[config.mk]
export PLATFORM = sky130hd
export DESIGN_NAME = als_front
export DESIGN_NICKNAME = d
export VERILOG_FILES = /design/src/design/als_pkg.sv /design/src/design/als_front.sv
export SDC_FILE = /design/constraint.sdc
export NUM_CORES = 1
export LEC_CHECK = 0
export BUFFER_PORTS_ARGS = -buffer_cell sky130_fd_sc_hd__clkbuf_2
export CAP_MARGIN = 20
export CORE_UTILIZATION = 43
export DETAILED_ROUTE_END_ITERATION = 10
export GPL_TIMING_DRIVEN = 1
export MAX_ROUTING_LAYER = met4
export PLACE_DENSITY = 0.9
export SYNTH_ARGS = -nofsm -noshare
export SYNTH_HDL_FRONTEND = slang
export SYNTH_SLANG_ARGS = --single-unit
[constraint.sdc]
create_clock -name clock -period 3.75 [get_ports clock]
set_input_delay 0.1875 -clock clock [delete_from_list [all_inputs] [get_ports clock]]
set_output_delay 0.1875 -clock clock [all_outputs]
set_load 0.1 [all_outputs]
[src/design/als_pkg.sv]
`timescale 1ns / 1ps
// ----------------------------------------------------------------------------
// als_pkg
// Types and constants shared by the LED strip serializer modules.
// ----------------------------------------------------------------------------
package als_pkg;

   // Request kind codes
   localparam logic [1:0] KIND_TICK  = 2'd0;
   localparam logic [1:0] KIND_WRITE = 2'd1;
   localparam logic [1:0] KIND_START = 2'd2;

   // Configuration register indexes
   localparam logic [2:0] CSR_PIXEL_TOTAL = 3'd0;
   localparam logic [2:0] CSR_BIT_TICKS   = 3'd1;
   localparam logic [2:0] CSR_ONE_HIGH    = 3'd2;
   localparam logic [2:0] CSR_ZERO_HIGH   = 3'd3;
   localparam logic [2:0] CSR_LATCH       = 3'd4;

   localparam int CSR_DATA_W = 13;

   // Reset values of the configuration registers
   localparam logic [8:0]  PIXEL_TOTAL_RST = 9'd16;
   localparam logic [7:0]  BIT_TICKS_RST   = 8'd58;
   localparam logic [7:0]  ONE_HIGH_RST    = 8'd29;
   localparam logic [7:0]  ZERO_HIGH_RST   = 8'd14;
   localparam logic [12:0] LATCH_RST       = 13'd4320;

   // Each pixel carries 24 bits: green, red, blue, msb first
   localparam logic [4:0] LAST_BIT = 5'd23;

   // Command queue between front and back
   localparam int QUEUE_DEPTH = 2;

   typedef struct packed {
      logic [1:0] kind;
      logic [7:0] pixel_index;
      logic [7:0] red_value;
      logic [7:0] green_value;
      logic [7:0] blue_value;
   } req_type;

   typedef struct packed {
      logic line_level;
      logic busy_res;
      logic frame_done;
      logic rejected;
   } rsp_type;

   typedef enum logic [3:0] {
      OP_TICK  = 4'b0001,
      OP_WRITE = 4'b0010,
      OP_START = 4'b0100,
      OP_NOP   = 4'b1000
   } op_type;

   typedef struct packed {
      op_type      op;
      logic        index_ok;
      logic [7:0]  pixel_index;
      logic [23:0] pixel;
   } cmd_type;

   typedef struct packed {
      logic [8:0]  pixel_total;
      logic [7:0]  bit_ticks;
      logic [7:0]  one_high_ticks;
      logic [7:0]  zero_high_ticks;
      logic [12:0] latch_ticks;
   } cfg_type;

   typedef enum logic [2:0] {
      PH_IDLE  = 3'b001,
      PH_SEND  = 3'b010,
      PH_LATCH = 3'b100
   } phase_type;

endpackage

[src/design/als_front.sv]
`timescale 1ns / 1ps
// ----------------------------------------------------------------------------
// als_front
// Accepts request transfers, decodes the kind and range-checks the pixel
// index, and holds the decoded command until the queue takes it.
// ----------------------------------------------------------------------------
module als_front
   import als_pkg::*;
#(
   parameter int MAX_PIXELS = 256
) (
   input  logic    clock,
   input  logic    reset,
   input  logic    req_valid,
   output logic    req_stall,
   input  req_type req_payload,
   output logic    cmd_valid,
   output cmd_type cmd_data,
   input  logic    queue_full
);

   logic    valid_ff, valid_in;
   cmd_type cmd_ff, cmd_in;
   logic    accept, move;

   assign req_stall = valid_ff && queue_full;
   assign accept    = req_valid && !req_stall;
   assign move      = valid_ff && !queue_full;

   always_comb begin
      cmd_in.pixel_index = req_payload.pixel_index;
      cmd_in.pixel       = {req_payload.green_value, req_payload.red_value,
                            req_payload.blue_value};
      cmd_in.index_ok    = (32'(req_payload.pixel_index) < MAX_PIXELS);
      unique case (req_payload.kind)
         KIND_TICK:  cmd_in.op = OP_TICK;
         KIND_WRITE: cmd_in.op = OP_WRITE;
         KIND_START: cmd_in.op = OP_START;
         default:    cmd_in.op = OP_NOP;
      endcase
   end

   always_comb begin
      valid_in = valid_ff;
      if (accept) begin
         valid_in = 1'b1;
      end else if (move) begin
         valid_in = 1'b0;
      end
   end

   always_ff @(posedge clock) begin
      if (reset) begin
         valid_ff <= 1'b0;
      end else begin
         valid_ff <= valid_in;
      end
   end

   always_ff @(posedge clock) begin
      if (accept) begin
         cmd_ff <= cmd_in;
      end
   end

   assign cmd_valid = valid_ff;
   assign cmd_data  = cmd_ff;

endmodule

* Word-level counts from Yosys, hierarchy flattened *
Cells that the tools add are included.
W data, S select, Z words.

operators by class
  mux-type cells = 3
  reductions and logical operators = 7
  eq/ne operators = 2

operators by type and width
  cell                  number
  $pmux W4 S3           1
  $logic_and A1 B1 Y1   3
  $eq A2 B1 Y1 const B  1
  $eq A2 B2 Y1 const B  1
  $logic_not A1 Y1      2
  $logic_not A2 Y1      1
  $mux W1               2
  $reduce_bool A2 Y1    1

word-level totals
  word-level logic and storage cells = 16
  bits in registers = 37
  output and inout port bits = 39

* Logic depth before layout (Yosys ltp) *
  word-level depth = 4
  gate-level depth with buffers = 2

* Worst setup path before layout *
No wires, ideal clock.

  kind = flip-flop to flip-flop
  from = register valid_ff, in the netlist cmd_valid
  to = register cmd_ff, in the netlist cmd_data[0] (enable)
  required time = 3350 ps
  library setup time = 400 ps
  stages on the path, launching flop included = 3
  data arrival time = 2055 ps
  period minus slack after synthesis = 2455 ps
  setup slack = 1295 ps
  path buffers = 0
  path through = dfxtp_1 -> and2_4 -> nor2b_2

on the way
  longest elaborated chain between the ends = 3

RTL lines
  item                    RTL line         source
  start, declared         als_front.sv:22  logic valid_ff, valid_in;
  start signal, assigned  als_front.sv:56  valid_ff <= valid_in;
  $logic_and A1 B1 Y1     als_front.sv:26  assign req_stall = valid_ff && queue_full;
  named net req_stall     als_front.sv:15  output logic req_stall,
  $logic_not A1 Y1        als_front.sv:27  assign accept = req_valid && !req_stall;
  $logic_and A1 B1 Y1     als_front.sv:27
  named net accept        als_front.sv:24  logic accept, move;
  end signal, assigned    als_front.sv:62  cmd_ff <= cmd_in;
  end, declared           als_front.sv:23  cmd_type cmd_ff, cmd_in;

The timed path passes the listed nets, and every way through them passes these cells.
A chain may end at the register's enable or synchronous reset.

* Worst setup path in the final report *
  from = register valid_ff, in the netlist cmd_valid
  to = register cmd_ff, in the netlist cmd_data[1] (enable)

on the way
  longest elaborated chain between the ends = 3

RTL lines
  item                 RTL line
  $logic_and A1 B1 Y1  als_front.sv:26
  $logic_not A1 Y1     als_front.sv:27
  $logic_and A1 B1 Y1  als_front.sv:27
  named net accept     als_front.sv:24

The timed path passes the listed nets, and every way through them passes these cells.

==> results.toml <==
[run_status]
run_status = "complete, no violations"

[worst_setup_path]
critical_path.cell_chain = "and2_4 > nor2b_4"
start_kind = "register"
criticalPathCategory = "register to register"
timing.critical_path.required_ns = 3.70
slowest_stage = "sky130_fd_sc_hd__nor2b_4"
endpoint_kind = "register"
critical_path_arrival_ns = 1.55
crit_path_max_fanout = 36
critPathMaxStageDelay_ns = 0.71

[routing]
drt_drc_violations_left = 0
post_detailed_route_count_of_antenna_violating_nets = 0
drt-pass1-iter-count = 4
route.detailed.vias_per_inst = 4.60
routed-via-count = 754
drt_iter0_markers = 17
drt_wl_total_um = 2180
routedWlPerCell_um = 13.3

[clocking]
clock_tree_from_tritoncts = "yes"
clk_path_buf_depth = 2
clk_pin_slew_worst_paths_ns = 0.10
cts_max_level = 2
ctsResizeCount = 0
clkLatencyLatePin_ns = 0.33
cts_sinks = 37
cts-root-buf = "sky130_fd_sc_hd__clkbuf_4"
cts_bufs_inserted = 5

[global_routing]
initial_antenna_violation_count = 0
global_route.usage.total_pct = 15.9
grt-ovfl-total = 0
first_global_vias = 696
grt_max_degree = 37
wire_length_of_the_first_global_routing_pass_um = 2840

[finish]
layout-drive-gt1-share_pct = 61.9
most_frequent_standard_cell_in_the_layout_excluding_fill_and_tap_cells = "sky130_fd_sc_hd__clkbuf_2"
design_area_um2 = 1680
layout.cells.most_common_list = "sky130_fd_sc_hd__clkbuf_2, sky130_fd_sc_hd__edfxtp_1, sky130_fd_sc_hd__clkbuf_4, sky130_fd_sc_hd__dlygate4sd3_1"
antenna_cells = 0
layout.nets = 171
area_growth_syn_to_layout_pct = 44.7

[synthesis]
yosysWarnings = 0
post_synth_instance_area_um2 = 1160
synth_cell_types = 10
synthCells = 47
synth-seq-cells = 37
synthesis.nets = 85
syn-mean-instance-area_um2 = 24.7
synth-seq-area-share_pct = 94.8

[place]
port-buffer-count = 75
place_area_um2 = 1570
gp_congestion = 0.686
pre_cts_ws_ns = 2.17

[pwr]
cellPowerDensity_nw_per_um2 = 558
irDropWorstVdd_v = 0.000389
p_leak_nw = 0.752

[sta]
worst_slew_slack_as_a_fraction_of_its_limit_pct = 38.9
maxSlewViolCount = 0
setup_violation_total_in_the_final_timing_report = 0
timing.final.crit_share_pct = 42.6
max_freq_mhz = 625
unrepaired_setup_endpoints_after_global_routing = "false"
worst_pin_slew_ns = 0.914
setup-tns-final_ns = 0
hold_viol_final = 0
worst_slack_ns = 2.15
finClkSkew_ns = 0.0122
finalCriticalPeriod_ns = 1.60

[floorplan]
die_w_um = 54.0
initial_utilization_pct = 46.0
fp.dieArea_um2 = 2910
core.rowCount = 18
coreArea_um2 = 2520
top_level_ports = 77
die_h_um = 54.0

[worst_hold_path]
hold_path_class = "primary input to register"

[run]
maxCapViolCount = 0
==> area by class of cell <==
| type | count | area, um2 |
|---|---|---|
| Sequential cell | 37 | 1100 |
| Fill cell | 171 | 842 |
| Timing Repair Buffer | 80 | 425 |
| Clock buffer | 8 | 58.8 |
| Multi-Input combinational cell | 9 | 57.6 |
| Tap cell | 30 | 37.5 |
==> flip-flops by register name, summed over array words and instances, names as in the netlist <==
name and cells:
cmd_data 36, cmd_valid 1
==> synthesized netlist by cell type <==
cell | number | area share (%)
sky130_fd_sc_hd__conb_1 | 1 | 0.32
sky130_fd_sc_hd__edfxtp_1 | 36 | 93
sky130_fd_sc_hd__nor2b_2 | 1 | 0.75
sky130_fd_sc_hd__and2_1 | 1 | 0.54
sky130_fd_sc_hd__buf_4 | 1 | 0.65
sky130_fd_sc_hd__nor2_1 | 2 | 0.65
sky130_fd_sc_hd__and2_4 | 1 | 0.75
sky130_fd_sc_hd__dfxtp_1 | 1 | 1.7
sky130_fd_sc_hd__a21oi_1 | 1 | 0.43
sky130_fd_sc_hd__nor2b_1 | 2 | 1.1
==> critical path: cells and delay by family, from the launching register on <==
kind	cells	cell delay, ns
flip-flops	1	0.35
AND/OR/NAND/NOR	2	0.86
==> where the power goes <==
group	internal, W	leakage, nW	switching (W)	total [W]
sequential	0.000482	0.358	0.00000672	0.000489
clock	0.0000926	0.0326	0.000117	0.000210
combinational	0.0000340	0.362	0.000204	0.000238
==> what timing repair did <==
action	CTS	global route
hold buffers	1	4
endpoints found under the hold margin	1	4
setup buffers	0	0
==> path summary, 6_finish.rpt <==
path	from	to	slack, ns	cells past startpoint
max	cmd_valid	cmd_data[1]	2.15	2
min	req_payload[28]	cmd_data[28]	0.03	1
max reg2reg	cmd_valid	cmd_data[1]	2.15	2
min reg2reg	cmd_valid	cmd_valid	0.58	2
==> per-stage QoR <==
| stage | total power (W) | instances | hold WS (ns) | utilization [%] |
|---|---|---|---|---|
| 2_1_floorplan | 0.000689 | 47 | 0.260 | - |
| 3_3_place_gp | 0.000730 | 151 | 0.344 | 62.3 |
| 3_5_place_dp | 0.000733 | 151 | 0.352 | 62.3 |
| 4_1_cts | 0.000940 | 160 | 0.0135 | 65.0 |
| 5_1_grt | 0.000970 | 164 | -0.000181 | 66.6 |
| 6_report | 0.000937 | 164 | 0.0264 | 66.6 |
==> cells by family (layout without fill, tap and decap cells) <==
group	after synthesis	count (layout)	share of synthesized area [%]
other cells	1	1	0.323
simple gates	7	7	3.77
buf+inv	1	88	0.647
flops	37	37	94.8
compound gates	1	1	0.431
==> metal layers <==
layer  routed length (um)  global-route usage (%)  vias to the layer above
met3                  291                    8.19                        4
met4                   29                    9.21                        0
met1                  846                    17.0                      340
met5                    0                       -                        -
met2                 1010                    23.3                       59
li1                     -                       -                      351
No activity file was read; power rests on OpenSTA's default activity.
