==> src/design/als_pkg.sv <==
`timescale 1ns / 1ps
// ----------------------------------------------------------------------------
// als_pkg
// Types and constants shared by the LED strip serializer modules.
// ----------------------------------------------------------------------------
package als_pkg;

   // Request kind codes
   localparam logic [1:0] KIND_TICK  = 2'd0;
   localparam logic [1:0] KIND_WRITE = 2'd1;
   localparam logic [1:0] KIND_START = 2'd2;

   // Configuration register indexes
   localparam logic [2:0] CSR_PIXEL_TOTAL = 3'd0;
   localparam logic [2:0] CSR_BIT_TICKS   = 3'd1;
   localparam logic [2:0] CSR_ONE_HIGH    = 3'd2;
   localparam logic [2:0] CSR_ZERO_HIGH   = 3'd3;
   localparam logic [2:0] CSR_LATCH       = 3'd4;

   localparam int CSR_DATA_W = 13;

   // Reset values of the configuration registers
   localparam logic [8:0]  PIXEL_TOTAL_RST = 9'd16;
   localparam logic [7:0]  BIT_TICKS_RST   = 8'd58;
   localparam logic [7:0]  ONE_HIGH_RST    = 8'd29;
   localparam logic [7:0]  ZERO_HIGH_RST   = 8'd14;
   localparam logic [12:0] LATCH_RST       = 13'd4320;

   // Each pixel carries 24 bits: green, red, blue, msb first
   localparam logic [4:0] LAST_BIT = 5'd23;

   // Command queue between front and back
   localparam int QUEUE_DEPTH = 2;

   typedef struct packed {
      logic [1:0] kind;
      logic [7:0] pixel_index;
      logic [7:0] red_value;
      logic [7:0] green_value;
      logic [7:0] blue_value;
   } req_type;

   typedef struct packed {
      logic line_level;
      logic busy_res;
      logic frame_done;
      logic rejected;
   } rsp_type;

   typedef enum logic [3:0] {
      OP_TICK  = 4'b0001,
      OP_WRITE = 4'b0010,
      OP_START = 4'b0100,
      OP_NOP   = 4'b1000
   } op_type;

   typedef struct packed {
      op_type      op;
      logic        index_ok;
      logic [7:0]  pixel_index;
      logic [23:0] pixel;
   } cmd_type;

   typedef struct packed {
      logic [8:0]  pixel_total;
      logic [7:0]  bit_ticks;
      logic [7:0]  one_high_ticks;
      logic [7:0]  zero_high_ticks;
      logic [12:0] latch_ticks;
   } cfg_type;

   typedef enum logic [2:0] {
      PH_IDLE  = 3'b001,
      PH_SEND  = 3'b010,
      PH_LATCH = 3'b100
   } phase_type;

endpackage

==> src/design/als_queue.sv <==
`timescale 1ns / 1ps
// ----------------------------------------------------------------------------
// als_queue
// Short command queue that decouples the decode front from the line engine.
// ----------------------------------------------------------------------------
module als_queue
   import als_pkg::*;
(
   input  logic    clock,
   input  logic    reset,
   input  logic    push_valid,
   input  cmd_type push_data,
   output logic    full,
   output logic    head_valid,
   output cmd_type head_data,
   input  logic    pop
);

   localparam int PTR_W = (QUEUE_DEPTH > 1) ? $clog2(QUEUE_DEPTH) : 1;
   localparam int CNT_W = $clog2(QUEUE_DEPTH + 1);

   cmd_type            entry_ff [QUEUE_DEPTH];
   logic [PTR_W-1:0]   wr_ptr_ff, wr_ptr_in;
   logic [PTR_W-1:0]   rd_ptr_ff, rd_ptr_in;
   logic [CNT_W-1:0]   count_ff, count_in;
   logic               do_push, do_pop;

   assign full       = (count_ff == CNT_W'(QUEUE_DEPTH));
   assign head_valid = (count_ff != '0);
   assign head_data  = entry_ff[rd_ptr_ff];
   assign do_push    = push_valid && !full;
   assign do_pop     = pop && head_valid;

   always_comb begin
      wr_ptr_in = wr_ptr_ff;
      rd_ptr_in = rd_ptr_ff;
      count_in  = count_ff;
      if (do_push) begin
         wr_ptr_in = (wr_ptr_ff == PTR_W'(QUEUE_DEPTH - 1)) ? '0 : wr_ptr_ff + 1'b1;
      end
      if (do_pop) begin
         rd_ptr_in = (rd_ptr_ff == PTR_W'(QUEUE_DEPTH - 1)) ? '0 : rd_ptr_ff + 1'b1;
      end
      case ({do_push, do_pop})
         2'b10:   count_in = count_ff + 1'b1;
         2'b01:   count_in = count_ff - 1'b1;
         default: count_in = count_ff;
      endcase
   end

   always_ff @(posedge clock) begin
      if (reset) begin
         wr_ptr_ff <= '0;
         rd_ptr_ff <= '0;
         count_ff  <= '0;
      end else begin
         wr_ptr_ff <= wr_ptr_in;
         rd_ptr_ff <= rd_ptr_in;
         count_ff  <= count_in;
      end
   end

   always_ff @(posedge clock) begin
      if (do_push) begin
         entry_ff[wr_ptr_ff] <= push_data;
      end
   end

endmodule

==> config.mk <==
export PLATFORM = sky130hd
export DESIGN_NAME = als_queue
export DESIGN_NICKNAME = d
export VERILOG_FILES = /design/src/design/als_pkg.sv /design/src/design/als_queue.sv
export SDC_FILE = /design/constraint.sdc
export NUM_CORES = 1
export LEC_CHECK = 0
export BUFFER_PORTS_ARGS = -buffer_cell sky130_fd_sc_hd__buf_2
export CORE_MARGIN = 2
export CORE_UTILIZATION = 47
export CTS_BUF_LIST = sky130_fd_sc_hd__clkbuf_2
export CTS_CLUSTER_SIZE = 8
export DETAILED_ROUTE_END_ITERATION = 10
export PLACE_DENSITY = 0.7
export SLEW_MARGIN = 20
export SYNTH_ARGS = -nofsm -noshare
export SYNTH_HDL_FRONTEND = slang
export SYNTH_SLANG_ARGS = --single-unit
export TNS_END_PERCENT = 10
==> constraint.sdc <==
create_clock -name clock -period 5.1 [get_ports clock]
set_input_delay 1.02 -clock clock [delete_from_list [all_inputs] [get_ports clock]]
set_output_delay 1.02 -clock clock [all_outputs]
set_load 0.05 [all_outputs]
# [Word level (Yosys, flattened, before mapping)]
# Memories as Yosys holds them, arrays and structs flattened. A register that Yosys moved wholly into a read port is not among the register bits.
# Cells that the tools add are included.
[classes] add_sub_neg=4 n_eq_ne=3 n_mux=7 n_reduce_logical=5
[ops] operator="$mux W1" count=6
[ops] operator="$eq A2 B2 Y1 const B" count=2
[ops] operator="$pmux W2 S2" count=1
[ops] operator="$reduce_bool A2 Y1" count=2
[ops] operator="$add A1 B1 Y1 const B" count=2
[ops] operator="$add A2 B1 Y2 const B" count=1
[ops] operator="$eq A2 B1 Y1 const B" count=1
[ops] operator="$logic_and A1 B1 Y1" count=2
[ops] operator="$sub A2 B1 Y2 const B" count=1
[ops] operator="$logic_not A1 Y1" count=1
[totals] ff_bits=4 mem_bits_rw=74 in_bits=41 out_inout_bits=39 word_cells=23 mem_count=1
[mem_list] memory="entry_ff" depth=2 word_bits=37 rd=1 rd_clocked_by_memory_dff=1 wr=1 line_no="als_queue.sv:22" text="cmd_type entry_ff [QUEUE_DEPTH];"

# [Longest topological paths before layout]
[logic_depth] depth_word=5 depth_mapped=6 ltp_nobuf=6

# [Worst setup path after synthesis]
# No wires, ideal clock.
[synth_timing] path_kind="input to register" start="in push_valid" end="mem entry_ff[0][0] in the netlist's numbering, enable pin" setup_ns=0.392 arrival_time_ns=2.146 t_required_ns=4.708 setup_slack_ns=2.563 stages=3 n_path_buf=0 cell_sequence="inv_1 -> or3_1 -> inv_1"
[synth_via] elab_chain_len=3
[synth_rtl] element="start, declared" line_no="als_queue.sv:11" text="input logic push_valid,"
[synth_rtl] element="$logic_and A1 B1 Y1" line_no="als_queue.sv:31" text="assign do_push = push_valid && !full;"
[synth_rtl] element="$mux W1" line_no="als_queue.sv:64" text="if (do_push) begin"
[synth_rtl] element="$mux W1 (not written as such)" line_no="als_queue.sv:65" text="entry_ff[wr_ptr_ff] <= push_data;"
[synth_rtl] element="end, declared" line_no="als_queue.sv:22"
# Every way passes these cells.

==> results.tsv <==
metric	value	unit
fin nets	270	
Clock Pin Slew Worst Setup and Hold Paths	0.20	ns
CTS sink count	79	
grt ovf	0	
Synth area leaders	edfxtp_1, mux2_2, mux2_1, dfxtp_1, buf_2	
post-route clock period utilization	60.9	%
Synth Area in Adders	0.434	%
r2r setup slk	3.30	ns
GRT Total Usage	14.5	%
Ports	80	
WL/cell	15.4	um
Synth cell types	19	
setup violators final	0	
post-synthesis sequential area ratio	80.5	%
post-route DRC violation count	0	
Yosys top cell area share	77.0	%
Placer Congestion	0.732	
Reg2Reg Depth	5	
unrepaired setup endpoints after global routing	false	
achievable clock frequency	0.322	GHz
fillers	470	
Final Slew Violations	0	
first-pass GRT wire length	6840	um
post-route ant nets	0	
first-iteration detailed-routing DRC count	65	
Routed WL	4730	um
Worst Skew	0.0160	ns
layout cells sized above 1	52.4	%
Detailed Place HPWL	3100	um
total negative slack	0	ns
pin count of the biggest net entering global routing	38	
Slew headroom	40.5	%
Via density	4.84	
kind of critical path	reg2out	
leakage	1.36	nW
vias in the first global route	1449	
crit path DAT	2.08	ns
CP Capture Type	output pin	
ANT cells	0	
fraction of the mapped netlist area in simple logic gates	1.69	%
setup repair bufs after CTS	0	
Layout Area Growth over Synthesis	22.9	%
Tightest Hold Check Type	reg2reg	
post-synthesis share of cell area spent on xor and xnor gates	0.911	%
CP peak stage delay	0.96	ns
reg2reg start	count_ff[0]	
Max FO, Critical Path	37	
CP Buf/Inv Count	1	
Yosys warning total	0	
largest family of logic cells by synthesized area	multiplexers	
Final Util	59.9	%
multiplexer share of the synthesized area	14.4	%
post-cts repair resize count	0	
Reg area	2320	um2
final hold violations	0	
CP Capture Point	head_data[11]	
pwr/cell area	592	nW/um2
Synth Cell Area	2890	um2
crit path cell chain	mux2_2, buf_2	
Cell Rows	28	
slowest stage cell, crit path	dfxtp_2	
WP data required	4.08	ns
status	finished, final reports clean	
Max H-tree Level	3	
die area	6780	um2
#FFs+latches synth	79	
vias	1492	
worst-margin pin slew	0.893	ns
Skew-Pair Late Insertion Delay	0.49	ns
post-synth top area cell	edfxtp_1	
height of the die	82.4	um
CTS root buf	clkbuf_2	
# Max-Cap Violations	0	
Crit. path cell count	2	
Mapped Cells	141	
Hold-fix buffers, CTS	0	
synthesized area per cell	20.5	um2
CTS tree	built	
area of the multi-input gates	533	um2
critical path startpoint category	register	
CORE AREA	5920	um2
Die Wd	82.4	um
TritonCTS Buffers	9	
initial core utilization	48.7	%
syn nets	183	
IO Port Bufs	79	
worst reg2reg endpoint	entry_ff[0][34]	
Hold WS	0.515	ns
Worst VDD drop	0.322	mV
drt first pass iters	4	
antenna violations before repair	0	
Longest Clk Path Bufs	2	
Synth Area in Compound Gates	0.954	%
minimum clock period	3.10	ns
CP top delay family	flip-flops	
sequential cells by signal, indices dropped and copies added, names as in the netlist, named ones only:
name,flops
wr_ptr_ff,1
rd_ptr_ff,1
entry_ff,74
count_ff,2
worst register-to-register path, delay by kind of cell, from the launching register on:
family	cells	cell delay, ns
and+or+nand+nor	2	0.50
buffers and inverters	3	0.52
DFF	1	0.45
per-stage QoR:
| stage | setup WS [ns] | instance area (um2) | total power [mW] | std cells |
|---|---|---|---|---|
| after global placement | 2.51 | 3360 | 1.66 | 292 |
| after global routing | 1.82 | 3540 | 2.19 | 308 |
| after CTS | 1.90 | 3540 | 2.12 | 308 |
| after detailed placement | 2.50 | 3360 | 1.66 | 292 |
| after floorplan | 2.56 | 2890 | 1.50 | 141 |
| final | 2.00 | 3540 | 2.10 | 308 |
power breakdown:
group,internal (mW),switching [mW]
Sequential,0.820,0.0713
Clock,0.258,0.203
Combinational,0.211,0.535
metal layers:
layer	routed length, um	track usage [%]	part of all wire [%]	up-vias
li1	-	-	-	720
met1	1930	17.0	41	720
met2	2470	23.3	52	45
met3	264	5.33	5.6	7
met4	68	7.50	1.4	0
met5	0	0	0	-
area by class of cell:
| cell class | count | area share, % |
|---|---|---|
| Clock inverter | 7 | 3.81 |
| Tap cell | 75 | 2.65 |
| Clock buffer | 9 | 1.27 |
| Inverter | 3 | 0.318 |
| Sequential cell | 79 | 65.5 |
| Timing Repair Buffer | 80 | 11.4 |
| Multi-Input combinational cell | 55 | 15.0 |
synth_stat cells:
cell type  count
a21oi_1        2
nand2_1        1
inv_2          1
or2_2          1
o21ai_0        2
ha_1           1
dfxtp_1        5
buf_2          4
xnor2_1        2
nand2b_2       1
and3_1         1
mux2_2        21
o21a_1         1
nor2_1         3
edfxtp_1      74
or3_1          2
mux2_1        16
xor2_1         1
inv_1          2
cell families after synthesis:
family                   count (synthesis)
XOR/XNOR                                 3
adder cells (fa/ha/maj)                  1
AO/OA/AOI/OAI                            5
multiplexers                            37
buffers and inverters                    7
flip-flops                              79
AND/OR/NAND/NOR                          9
worst min path at each step:
stage | from | endpoint | slack [ns] | cells after the start
global route | wr_ptr_ff | wr_ptr_ff | 0.54 | 2
detailed placement | wr_ptr_ff | wr_ptr_ff | 0.48 | 2
CTS | wr_ptr_ff | wr_ptr_ff | 0.51 | 2
global placement | wr_ptr_ff | wr_ptr_ff | 0.47 | 2
finish | wr_ptr_ff | wr_ptr_ff | 0.51 | 2
floorplan | wr_ptr_ff | wr_ptr_ff | 0.45 | 2
cell usage in the layout (no fill, tap or decap), types with 2 or more instances in the layout:
cell type / netlist / routed
inv_1: 2 / 2
edfxtp_1: 74 / 74
clkinv_2: 0 / 3
a21oi_1: 2 / 2
dfxtp_1: 5 / 4
or3_1: 2 / 2
mux2_1: 16 / 16
xnor2_1: 2 / 2
buf_2: 4 / 79
mux2_2: 21 / 21
bufinv_16: 0 / 4
nor2_1: 3 / 3
o21ai_0: 2 / 2
clkbuf_2: 0 / 9
Power figures use the tool's default switching activity.
